### src/rtl/brb_pkg.sv
// Package for the byte ring buffer: request codes, field widths and reset constants.
// No dependencies; used by byte_ring_buffer_unit.
package brb_pkg;

	// Request kinds carried on the input tuser field
	typedef enum logic [2:0] {
		REQ_WRITE = 3'd0,
		REQ_READ  = 3'd1,
		REQ_PEEK  = 3'd2,
		REQ_DROP  = 3'd3,
		REQ_CLEAR = 3'd4
	} req_type_t;

	localparam int unsigned STORE_DEPTH_DEF = 256;
	localparam int unsigned CAP_RESET       = 256;

	localparam int unsigned BYTE_W  = 8;
	localparam int unsigned COUNT_W = 9;
	localparam int unsigned REQ_W   = 3;

	// Packed widths of the stream words (rounded up to whole bytes)
	localparam int unsigned IN_DATA_W  = 32;
	localparam int unsigned OUT_DATA_W = 40;

endpackage

### src/rtl/byte_ring_buffer_unit.sv
// Byte ring buffer top level: circular byte queue over one synchronous byte memory.
// Depends on brb_pkg for request codes, widths and reset constants.
//
// Circular byte queue. Each input word is one request (write, read, peek, drop,
// clear) and yields exactly one output word with the byte, a success flag in
// tuser, the count moved and the queue status after the request. The block
// sustains one request per clock while the result side does not stall; an
// output word passes first through the registered read port of the byte memory
// and then through the output register. Head, tail and fill level update at
// the accept edge, so a request always sees the effect of the one before it; a
// write and a read never fall on the same request, so the memory needs no
// forwarding. The capacity register (cfg_wdata, 1..STORE_DEPTH, zero reads as
// one and larger values saturate) empties the queue when written; write it only
// while no request is in flight. Memory contents are not cleared at reset: only
// bytes written since the last emptying can ever be returned.
module byte_ring_buffer_unit #(
	parameter int unsigned STORE_DEPTH = brb_pkg::STORE_DEPTH_DEF
) (
	input  logic                           clk,
	input  logic                           arst_n,
	// configuration: capacity_in_use
	input  logic                           cfg_we,
	input  logic [brb_pkg::COUNT_W-1:0]    cfg_wdata,
	// request stream
	input  logic                           s_axis_tvalid,
	output logic                           s_axis_tready,
	// [7:0] data_byte, [15:8] peek_offset, [24:16] drop_count, [31:25] zero
	input  logic [brb_pkg::IN_DATA_W-1:0]  s_axis_tdata,
	// [2:0] req_type
	input  logic [brb_pkg::REQ_W-1:0]      s_axis_tuser,
	// result stream
	output logic                           m_axis_tvalid,
	input  logic                           m_axis_tready,
	// [7:0] byte_out, [16:8] moved_count, [25:17] fill_level,
	// [34:26] free_space, [35] is_empty, [36] is_full, [39:37] zero
	output logic [brb_pkg::OUT_DATA_W-1:0] m_axis_tdata,
	// [0] done_res
	output logic                           m_axis_tuser
);

	localparam int unsigned PTR_W = $clog2(STORE_DEPTH);
	localparam int unsigned CW    = brb_pkg::COUNT_W;
	// wide enough for pointer + count sums and for STORE_DEPTH itself
	localparam int unsigned SW    = ((PTR_W > CW) ? PTR_W : CW) + 1;
	localparam int unsigned CAP_RST_I =
		(STORE_DEPTH < brb_pkg::CAP_RESET) ? STORE_DEPTH : brb_pkg::CAP_RESET;
	localparam logic [CW-1:0] CAP_RST = CW'(CAP_RST_I);
	localparam logic [SW-1:0] DEPTH_W = SW'(STORE_DEPTH);

	// queue state
	logic [CW-1:0]    cap_q;
	logic [CW-1:0]    held_q;
	logic [PTR_W-1:0] head_q;
	logic [PTR_W-1:0] tail_q;

	// byte store
	logic [7:0] mem [STORE_DEPTH];

	// stage 1: memory read in flight
	logic          valid_s1;
	logic          done_s1;
	logic          rdout_s1;
	logic [7:0]    rd_s1;
	logic [CW-1:0] moved_s1;
	logic [CW-1:0] fill_s1;
	logic [CW-1:0] free_s1;

	// output register
	logic                           out_valid_q;
	logic [brb_pkg::OUT_DATA_W-1:0] out_data_q;
	logic                           out_user_q;

	// handshakes
	logic in_acc;
	logic out_free;
	logic adv_s1;

	// request decode
	brb_pkg::req_type_t req;
	logic [7:0]    in_byte;
	logic [7:0]    in_offset;
	logic [CW-1:0] in_drop;

	// next-state datapath
	logic [CW-1:0]    drop_n;
	logic [CW-1:0]    head_step;
	logic [SW-1:0]    head_sum;
	logic [SW-1:0]    head_wrap;
	logic [SW-1:0]    tail_sum;
	logic [SW-1:0]    tail_wrap;
	logic [SW-1:0]    cap_ext;
	logic [CW-1:0]    held_n;
	logic [PTR_W-1:0] head_n;
	logic [PTR_W-1:0] tail_n;
	logic             done_n;
	logic             rdout_n;
	logic [CW-1:0]    moved_n;
	logic             mem_we;
	logic             mem_re;
	logic [PTR_W-1:0] rd_addr;
	logic [CW-1:0]    cap_wr;

	assign out_free      = !out_valid_q || m_axis_tready;
	assign adv_s1        = valid_s1 && out_free;
	assign s_axis_tready = !valid_s1 || out_free;
	assign in_acc        = s_axis_tvalid && s_axis_tready;

	assign req       = brb_pkg::req_type_t'(s_axis_tuser);
	assign in_byte   = s_axis_tdata[7:0];
	assign in_offset = s_axis_tdata[15:8];
	assign in_drop   = s_axis_tdata[24:16];

	assign cap_ext = SW'(cap_q);

	// one wrap adder serves read, peek and drop off the head
	assign drop_n    = (in_drop < held_q) ? in_drop : held_q;
	assign head_sum  = SW'(head_q) + SW'(head_step);
	assign head_wrap = (head_sum >= cap_ext) ? (head_sum - cap_ext) : head_sum;
	assign tail_sum  = SW'(tail_q) + SW'(1'b1);
	assign tail_wrap = (tail_sum >= cap_ext) ? (tail_sum - cap_ext) : tail_sum;

	always_comb begin
		head_step = CW'(1'b1);
		held_n    = held_q;
		head_n    = head_q;
		tail_n    = tail_q;
		done_n    = 1'b0;
		rdout_n   = 1'b0;
		moved_n   = '0;
		mem_we    = 1'b0;
		mem_re    = 1'b0;
		rd_addr   = head_q;
		unique case (req)
			brb_pkg::REQ_WRITE: begin
				if (held_q < cap_q) begin
					mem_we  = in_acc;
					tail_n  = tail_wrap[PTR_W-1:0];
					held_n  = held_q + CW'(1'b1);
					done_n  = 1'b1;
					moved_n = CW'(1'b1);
				end
			end
			brb_pkg::REQ_READ: begin
				if (held_q != '0) begin
					mem_re  = in_acc;
					head_n  = head_wrap[PTR_W-1:0];
					held_n  = held_q - CW'(1'b1);
					done_n  = 1'b1;
					rdout_n = 1'b1;
					moved_n = CW'(1'b1);
				end
			end
			brb_pkg::REQ_PEEK: begin
				head_step = CW'(in_offset);
				if (CW'(in_offset) < held_q) begin
					mem_re  = in_acc;
					rd_addr = head_wrap[PTR_W-1:0];
					done_n  = 1'b1;
					rdout_n = 1'b1;
				end
			end
			brb_pkg::REQ_DROP: begin
				head_step = drop_n;
				head_n    = head_wrap[PTR_W-1:0];
				held_n    = held_q - drop_n;
				moved_n   = drop_n;
			end
			brb_pkg::REQ_CLEAR: begin
				head_n = '0;
				tail_n = '0;
				held_n = '0;
			end
			default: begin
				// unknown request: status only
			end
		endcase
	end

	// capacity write: zero means one, saturate at the store depth
	always_comb begin
		cap_wr = cfg_wdata;
		if (cfg_wdata == '0) begin
			cap_wr = CW'(1'b1);
		end else if (SW'(cfg_wdata) > DEPTH_W) begin
			cap_wr = CW'(STORE_DEPTH);
		end
	end

	always_ff @(posedge clk or negedge arst_n) begin
		if (!arst_n) begin
			cap_q  <= CAP_RST;
			held_q <= '0;
			head_q <= '0;
			tail_q <= '0;
		end else if (cfg_we) begin
			cap_q  <= cap_wr;
			held_q <= '0;
			head_q <= '0;
			tail_q <= '0;
		end else if (in_acc) begin
			held_q <= held_n;
			head_q <= head_n;
			tail_q <= tail_n;
		end
	end

	// byte memory, one write and one registered read port
	always_ff @(posedge clk) begin
		if (mem_we) begin
			mem[tail_q] <= in_byte;
		end
		if (mem_re) begin
			rd_s1 <= mem[rd_addr];
		end
	end

	always_ff @(posedge clk or negedge arst_n) begin
		if (!arst_n) begin
			valid_s1 <= 1'b0;
		end else if (in_acc) begin
			valid_s1 <= 1'b1;
		end else if (adv_s1) begin
			valid_s1 <= 1'b0;
		end
	end

	always_ff @(posedge clk) begin
		if (in_acc) begin
			done_s1  <= done_n;
			rdout_s1 <= rdout_n;
			moved_s1 <= moved_n;
			fill_s1  <= held_n;
			free_s1  <= cap_q - held_n;
		end
	end

	always_ff @(posedge clk or negedge arst_n) begin
		if (!arst_n) begin
			out_valid_q <= 1'b0;
		end else if (adv_s1) begin
			out_valid_q <= 1'b1;
		end else if (m_axis_tready) begin
			out_valid_q <= 1'b0;
		end
	end

	always_ff @(posedge clk) begin
		if (adv_s1) begin
			out_user_q <= done_s1;
			out_data_q <= {3'b000,
			               (fill_s1 == cap_q),
			               (fill_s1 == '0),
			               free_s1,
			               fill_s1,
			               moved_s1,
			               (rdout_s1 ? rd_s1 : 8'h00)};
		end
	end

	assign m_axis_tvalid = out_valid_q;
	assign m_axis_tdata  = out_data_q;
	assign m_axis_tuser  = out_user_q;

`ifndef SYNTHESIS
	a_fill_in_range: assert property (@(posedge clk) disable iff (!arst_n)
		held_q <= cap_q)
		else $error("fill level above capacity");

	a_ptr_in_range: assert property (@(posedge clk) disable iff (!arst_n)
		(SW'(head_q) < cap_ext) && (SW'(tail_q) < cap_ext))
		else $error("head or tail beyond capacity");

	a_write_counts: assert property (@(posedge clk) disable iff (!arst_n)
		in_acc && !cfg_we && (req == brb_pkg::REQ_WRITE) && (held_q < cap_q)
		|=> held_q == $past(held_q) + CW'(1'b1))
		else $error("accepted write did not raise fill level");

	a_s1_held: assert property (@(posedge clk) disable iff (!arst_n)
		valid_s1 && !out_free |=> valid_s1)
		else $error("pending result lost while output stalled");
`endif

endmodule

### config.mk
export PLATFORM = sky130hd
export DESIGN_NAME = byte_ring_buffer_unit
export DESIGN_NICKNAME = d
export VERILOG_FILES = /design/src/rtl/brb_pkg.sv /design/src/rtl/byte_ring_buffer_unit.sv
export SDC_FILE = /design/constraint.sdc
export NUM_CORES = 2
export LEC_CHECK = 0
export BUFFER_PORTS_ARGS = -buffer_cell sky130_fd_sc_hd__buf_2
export CAP_MARGIN = 25
export CORE_MARGIN = 3
export CORE_UTILIZATION = 59
export CTS_BUF_LIST = sky130_fd_sc_hd__clkbuf_8 sky130_fd_sc_hd__clkbuf_16
export DETAILED_ROUTE_END_ITERATION = 10
export PLACE_DENSITY = 0.75
export SLEW_MARGIN = 20
export SYNTH_ARGS = -nofsm -noshare
export SYNTH_HDL_FRONTEND = slang
export SYNTH_SLANG_ARGS = --single-unit
### constraint.sdc
create_clock -name clk -period 22.3 [get_ports clk]
set_input_delay 4.46 -clock clk [delete_from_list [all_inputs] [get_ports clk]]
set_output_delay 4.46 -clock clk [all_outputs]
set_load 0.02 [all_outputs]
# --- Word-level counts from Yosys, hierarchy flattened ---
# Memory sizes are Yosys's and may differ from the RTL's. A register that Yosys moved wholly into a read port is not among the register bits.
# Index checks and enable logic that the tools add are counted.
op_classes:
  div: 0
  add_sub_neg: 8
  eq_ne: 7
  n_reduce_logical: 17
  order_cmp: 6
  bitwise: 0
  shift: 0
  multipliers: 0
  n_mux: 40
ops:
  columns: ["cell", "n"]
  rows:
  - ["2-to-1 mux 8 bit", 10]
  - ["2-to-1 mux 9 bit", 7]
  - ["case mux 9 bit (4 select lines)", 1]
  - ["case mux 9 bit (3 select lines)", 1]
  - ["case mux 8 bit (3 select lines)", 1]
  - ["zero test 9 bit", 2]
  - ["less-than comparator 9 bit", 2]
  - ["case mux 9 bit (2 select lines)", 1]
  - ["subtractor 9 bit", 2]
  - ["case mux 8 bit (2 select lines)", 1]
  - ["subtractor 8 bit", 2]
  - ["2-to-1 mux 1 bit", 15]
  - ["adder 8 x 9 -> 10 bit", 1]
  - [">= comparator 10 x 9 -> 1 bit", 1]
  - ["adder 8 x 1 -> 9 bit, second input constant", 1]
  - ["adder 9 x 1 -> 9 bit, second input constant", 1]
  - ["equality test 9 bit", 1]
  - [">= comparator 9 bit", 1]
  - ["greater-than comparator 9 bit, second input constant", 1]
  - ["less-than comparator 8 x 9 -> 1 bit", 1]
  - ["nonzero test 9 bit", 1]
  - ["subtractor 9 x 1 -> 9 bit, second input constant", 1]
  - ["equality test 3 x 2 -> 1 bit, second input constant", 2]
  - ["!= test 3 bit, second input constant", 2]
  - ["12 further kinds", 19]
totals:
  register_bits: 103
  out_inout_bits: 43
  input_bits: 49
  ram_bits: 2048
  mem_count: 1
  mem_bits_ro: 0
  latchBits: 0
  word_cells: 93
memory_table:
  columns: ["name", "words", "width", "read_ports", "rd_clocked_by_memory_dff", "wr", "line", "source"]
  rows:
  - ["mem", 256, 8, 1, 1, 1, "byte_ring_buffer_unit.sv:57", "logic [7:0] mem [STORE_DEPTH];"]

# --- Longest topological paths before layout ---
depth:
  word_depth: 10
  depth_mapped: 40
  depth_no_buf: 32

# --- Worst setup path after synthesis ---
# OpenSTA, ideal clock, no wires.
synth_timing:
  path_kind: "input port to flip-flop"
  start: "input port s_axis_tdata[24] (netlist name)"
  end: "register rd_s1[2], read port of mem (data pin)"
  setup_slack_ns: 11.299
  setup_ns: 0.256
  t_required_ns: 22.044
  arrival_ns: 10.745
  path_buffers: 6
  cell_stages: 36
  path_cell_list: "ha_1 a21oi_1 o21a_1 o31a_1 clkbuf_1 clkbuf_1 nor2_1 a21oi_1 nand2_1 o21ai_0 nand2_1 ha_1 fa_1 a21o_1 a21o_1 a21o_1 a21oi_1 o21bai_1 a21oi_1 xnor2_1 ha_1 a211o_1 a211o_1 o21ai_2 a211o_4 and2_4 buf_6 buf_6 buf_4 buf_2 mux4_2 mux2i_1 nor3_1 nor4_1 nor3_1 o22a_1"
synth_via:
  elab_chain_cells: 8
  elab_cells_between_ends: 9
  cone_classes: "2 x add/sub; 2 x order compare; 5 x mux"
synth_lines:
  columns: ["item", "line", "source"]
  rows:
  - ["from (decl)", "byte_ring_buffer_unit.sv:28", "input logic [brb_pkg::IN_DATA_W-1:0] s_axis_tdata,"]
  - ["less-than comparator 9 bit", "byte_ring_buffer_unit.sv:116", "assign drop_n = (in_drop < held_q) ? in_drop : held_q;"]
  - ["2-to-1 mux 9 bit (*)", "byte_ring_buffer_unit.sv:116", null]
  - ["case mux 9 bit (2 select lines) (*)", "byte_ring_buffer_unit.sv:133", "unique case (req)"]
  - ["adder 8 x 9 -> 10 bit (*)", "byte_ring_buffer_unit.sv:117", "assign head_sum = SW'(head_q) + SW'(head_step);"]
  - ["subtractor 8 bit or >= comparator 10 x 9 -> 1 bit (tied branches)", "byte_ring_buffer_unit.sv:118", "assign head_wrap = (head_sum >= cap_ext) ? (head_sum - cap_ext) : head_sum;"]
  - ["2-to-1 mux 8 bit (*)", "byte_ring_buffer_unit.sv:118", null]
  - ["2-to-1 mux 8 bit (*)", "byte_ring_buffer_unit.sv:155", "if (CW'(in_offset) < held_q) begin"]
  - ["2-to-1 mux 8 bit (*)", "byte_ring_buffer_unit.sv:133", null]
  - ["to (decl)", "byte_ring_buffer_unit.sv:63", "logic [7:0] rd_s1;"]
# Mark *: on every way between the ends. The rest lies on a longest branch, timed or not.
# A chain may end at the register's enable or synchronous reset.

# --- Final worst setup path ---
layout_timing:
  start: "input port s_axis_tdata[24] (netlist name)"
  end: "register rd_s1[0], read port of mem (data pin)"
# Same word-level chain as after synthesis.

==> summary.md <==
| Metric | Value |
|---|---|
| # fillers | `9,935` |
| Worst r2r dst | `rd_s1[0]$_DFFE_PP_` |
| Total die area | `0.155 mm2` |
| WL met1 | `88,600 um` |
| Vias in the first global route | `53,362` |
| DR WL met2 | `113,000 um` |
| Final WL | `251,000 um` |
| DPL Wire Length | `146,000 um` |
| Core area | `0.149 mm2` |
| Max-cap violations | `0` |
| DR vias/cell | `6.72` |
| Worst reg-to-reg setup slack | `10,990 ps` |
| Final worst-path cycle share | `62.5%` |
| Hold Vio Cnt, Final | `0` |
| Max Used Layer | `met5` |
| Max stage delay on crit path | `720 ps` |
| FMAX | `71.7 MHz` |
| Post-synth EDFFs | `2,123` |
| CP required | `22,850 ps` |
| Crit-path slowest cell | `a211oi_2` |
| RD Place Congestion | `0.924` |
| Setup bufs post-CTS | `0` |
| Final non-filler cell total | `8,200` |
| Async S/R FF share, synth | `1.67%` |
| Count of cell types in the netlist | `95` |
| Yosys warning count | `0` |
| Worst-Skew Late Latency | `850 ps` |
| TritonCTS clock tree | `built` |
| Ratio of cells with drive above 1 in the final layout | `11.8%` |
| CTS max path bufs | `3` |
| H-tree depth | `4` |
| Placed insts | `7,810` |
| Synth area leaders | `edfxtp_1 (72%), mux4_2 (4.9%), nand2_1 (4.9%)` |
| Crit Path Class | `primary input to flip-flop` |
| Routed wl met3 | `35,100 um` |
| Most common cell after layout, fill and taps aside | `edfxtp_1` |
| Syn avg cell area | `14.8 um2` |
| Global-route wire length before repair | `364,000 um` |
| Post-route antenna net violation count | `0` |
| Num CTS Buffers | `203` |
| Startpoint of the worst hold path | `moved_s1[8]$_DFFE_PP_` |
| RR Startpoint | `held_q[2]$_DFFE_PN0P_` |
| Area grow syn2layout | `9.93%` |
| Status | `completed` |
| DR iter-0 viols | `8,631` |
| Most used cell, CP | `a21oi_1` |
| Post-route minimum period | `13,940 ps` |
| CP Max Fanout | `127` |
| Drt wl/cell | `30.6 um` |
| Setup crit start | `s_axis_tdata[24]` |
| Initial antenna violation count | `11` |
| Leakage power | `32.4 nW` |
| R2R depth | `34` |
| Mapped cell area | `0.0888 mm2` |
| Largest net degree at the start of global routing | `152` |
| Hold Path Stages | `0` |
| Sink Count | `2,159` |
| Final setup fails | `0` |
| Pwr Total | `11.2 mW` |
| Clock Skew | `42.4 ps` |
| RSZ-0062 raised after global routing | `false` |
| Starting Density | `59.7%` |
| Clock-pin slew on the worst setup and hold paths | `60 ps` |
| Total grt overflow | `0` |
| Worst Hold End | `m_axis_tdata[16]$_DFFE_PP_` |
| Synth Register Bits | `2,159` |
| Root buf cell | `clkbuf_16` |
| Critical Path End Type | `flip-flop` |
| Seq/Total Area, Yosys | `72.8%` |
| Post-cts sizing count | `0` |
| Ys flop type | `edfxtp_1` |
| First drt pass iteration count | `6` |
| Fin area | `0.0977 mm2` |
| Final net count | `6,142` |
| Gr usage total | `32.0%` |
| # rows | `141` |
| Die span in x | `394 um` |
| Data arrival time of the worst path | `14,490 ps` |
| Hold-fix buffer count after cts | `0` |
| # DRC | `0` |
| Max-slew violations | `0` |
| Vias | `55,064` |
| # IOs | `92` |
| Input/output buffers | `81` |
| Startpoint types | `primary input` |
| Hold_ws | `419 ps` |
| Synth area leader | `edfxtp_1` |
| PD cells | `114 mW/mm2` |
| Most frequent cells in the layout | `edfxtp_1 (2,123), nand2_1 (1,153), nor2_1 (346)` |
| DP Area | `0.0910 mm2` |
| Worst Hold Class | `flip-flop to flip-flop` |
| Syn Inst Count | `5,995` |
| Relative slew slack | `18.5%` |
| Setup TNS | `0 ps` |
| Post-synth top area share | `71.8%` |
| VDD IR max | `0.000100 V` |
| Measured slew at the worst slew-check pin | `1190 ps` |
| Die H | `394 um` |
-- power by group --
group / leakage (nW) / internal [mW] / switching [mW]
clock network: 3.40 / 1.92 / 1.51
logic: 9.44 / 0.943 / 2.27
registers: 19.6 / 4.49 / 0.0194
total: 32.4 / 7.36 / 3.80
-- through the flow --
stage                     util [%]  setup WS, ps
after global routing          65.7          7960
after detailed placement      61.2          7470
after CTS                     65.6          8390
after floorplan                  -         11300
after global placement        61.1          7520
final                         65.7          8360
-- how the worst max path moves through the flow --
| stage | to | slack, ps |
|---|---|---|
| 4_1_cts | rd_s1[0]$_DFFE_PP_ | 8390 |
| 2_1_floorplan | rd_s1[2]$_DFFE_PP_ | 11300 |
| 3_5_place_dp | rd_s1[0]$_DFFE_PP_ | 7470 |
| 5_1_grt | rd_s1[0]$_DFFE_PP_ | 7960 |
| 6_report | rd_s1[0]$_DFFE_PP_ | 8360 |
| 3_3_place_gp | rd_s1[0]$_DFFE_PP_ | 7520 |
-- final cells by class --
| class | count | area [um2] | area share [%] |
|---|---|---|---|
| Sequential cell | 2159 | 64700 | 66.2 |
| Clock inverter | 170 | 1360 | 1.40 |
| Clock buffer | 211 | 5240 | 5.36 |
| Timing Repair Buffer | 193 | 1490 | 1.52 |
| Tap cell | 2002 | 2500 | 2.57 |
| Antenna cell | 5 | 12.5 | 0.0128 |
| Multi-Input combinational cell | 3416 | 22200 | 22.8 |
| Inverter | 44 | 165 | 0.169 |
-- kinds of logic (layout without fill, tap and decap cells) --
group | count (synthesis) | count (layout) | synth area share [%]
buf+inv | 422 | 618 | 2.37
compound gates | 854 | 854 | 6.69
xor+xnor | 52 | 52 | 0.513
fa+ha+maj | 76 | 76 | 1.11
flops | 2159 | 2159 | 72.8
simple gates | 2113 | 2113 | 10.2
other cells | 1 | 8 | 0.00422
mux | 318 | 318 | 6.32
-- layer usage --
| layer | track usage, % | vias up |
|---|---|---|
| met2 | 47.7 | 4070 |
| met4 | 16.0 | 8 |
| met1 | 43.9 | 27229 |
| li1 | - | 23035 |
| met5 | 0 | - |
| met3 | 8.96 | 722 |
-- sequential cells by signal, summed over array words and instances, names as in the netlist, 8 cells and up --
name	flops
rd_s1	8
moved_s1	9
m_axis_tdata	37
head_q	8
free_s1	9
cap_q	9
mem	2048
tail_q	8
held_q	9
fill_s1	9
-- critical path: cells and delay by family --
kind	cells	cell delay, ps
buffers and inverters	3	1290
XOR/XNOR	1	170
AO/OA/AOI/OAI	20	5730
adder cells (fa/ha/maj)	4	1310
AND/OR/NAND/NOR	6	1270
-- synthesized netlist by cell type, drive strengths merged (6+ instances only) --
cell	number
buf	231
a32oi	62
a21boi	6
a221oi	18
inv	42
a21o	52
a31oi	127
a22oi	35
a211o	6
nand4	31
a211oi	97
nor3	45
edfxtp	2123
nor2	353
o21bai	9
nand2	1157
a21oi	150
a32o	7
nand3	301
xor2	17
nor2b	12
ha	71
a2111oi	8
or3	7
and2	19
and3	137
mux2i	123
o22ai	41
o21a	13
nand2b	10
nor4	14
mux4	194
a311oi	45
xnor2	35
nand3b	9
o2111ai	7
o211ai	12
dfrtp	35
o31ai	11
o21ai	96
clkbuf	147
Note: power is estimated with default switching activity, not from simulation.
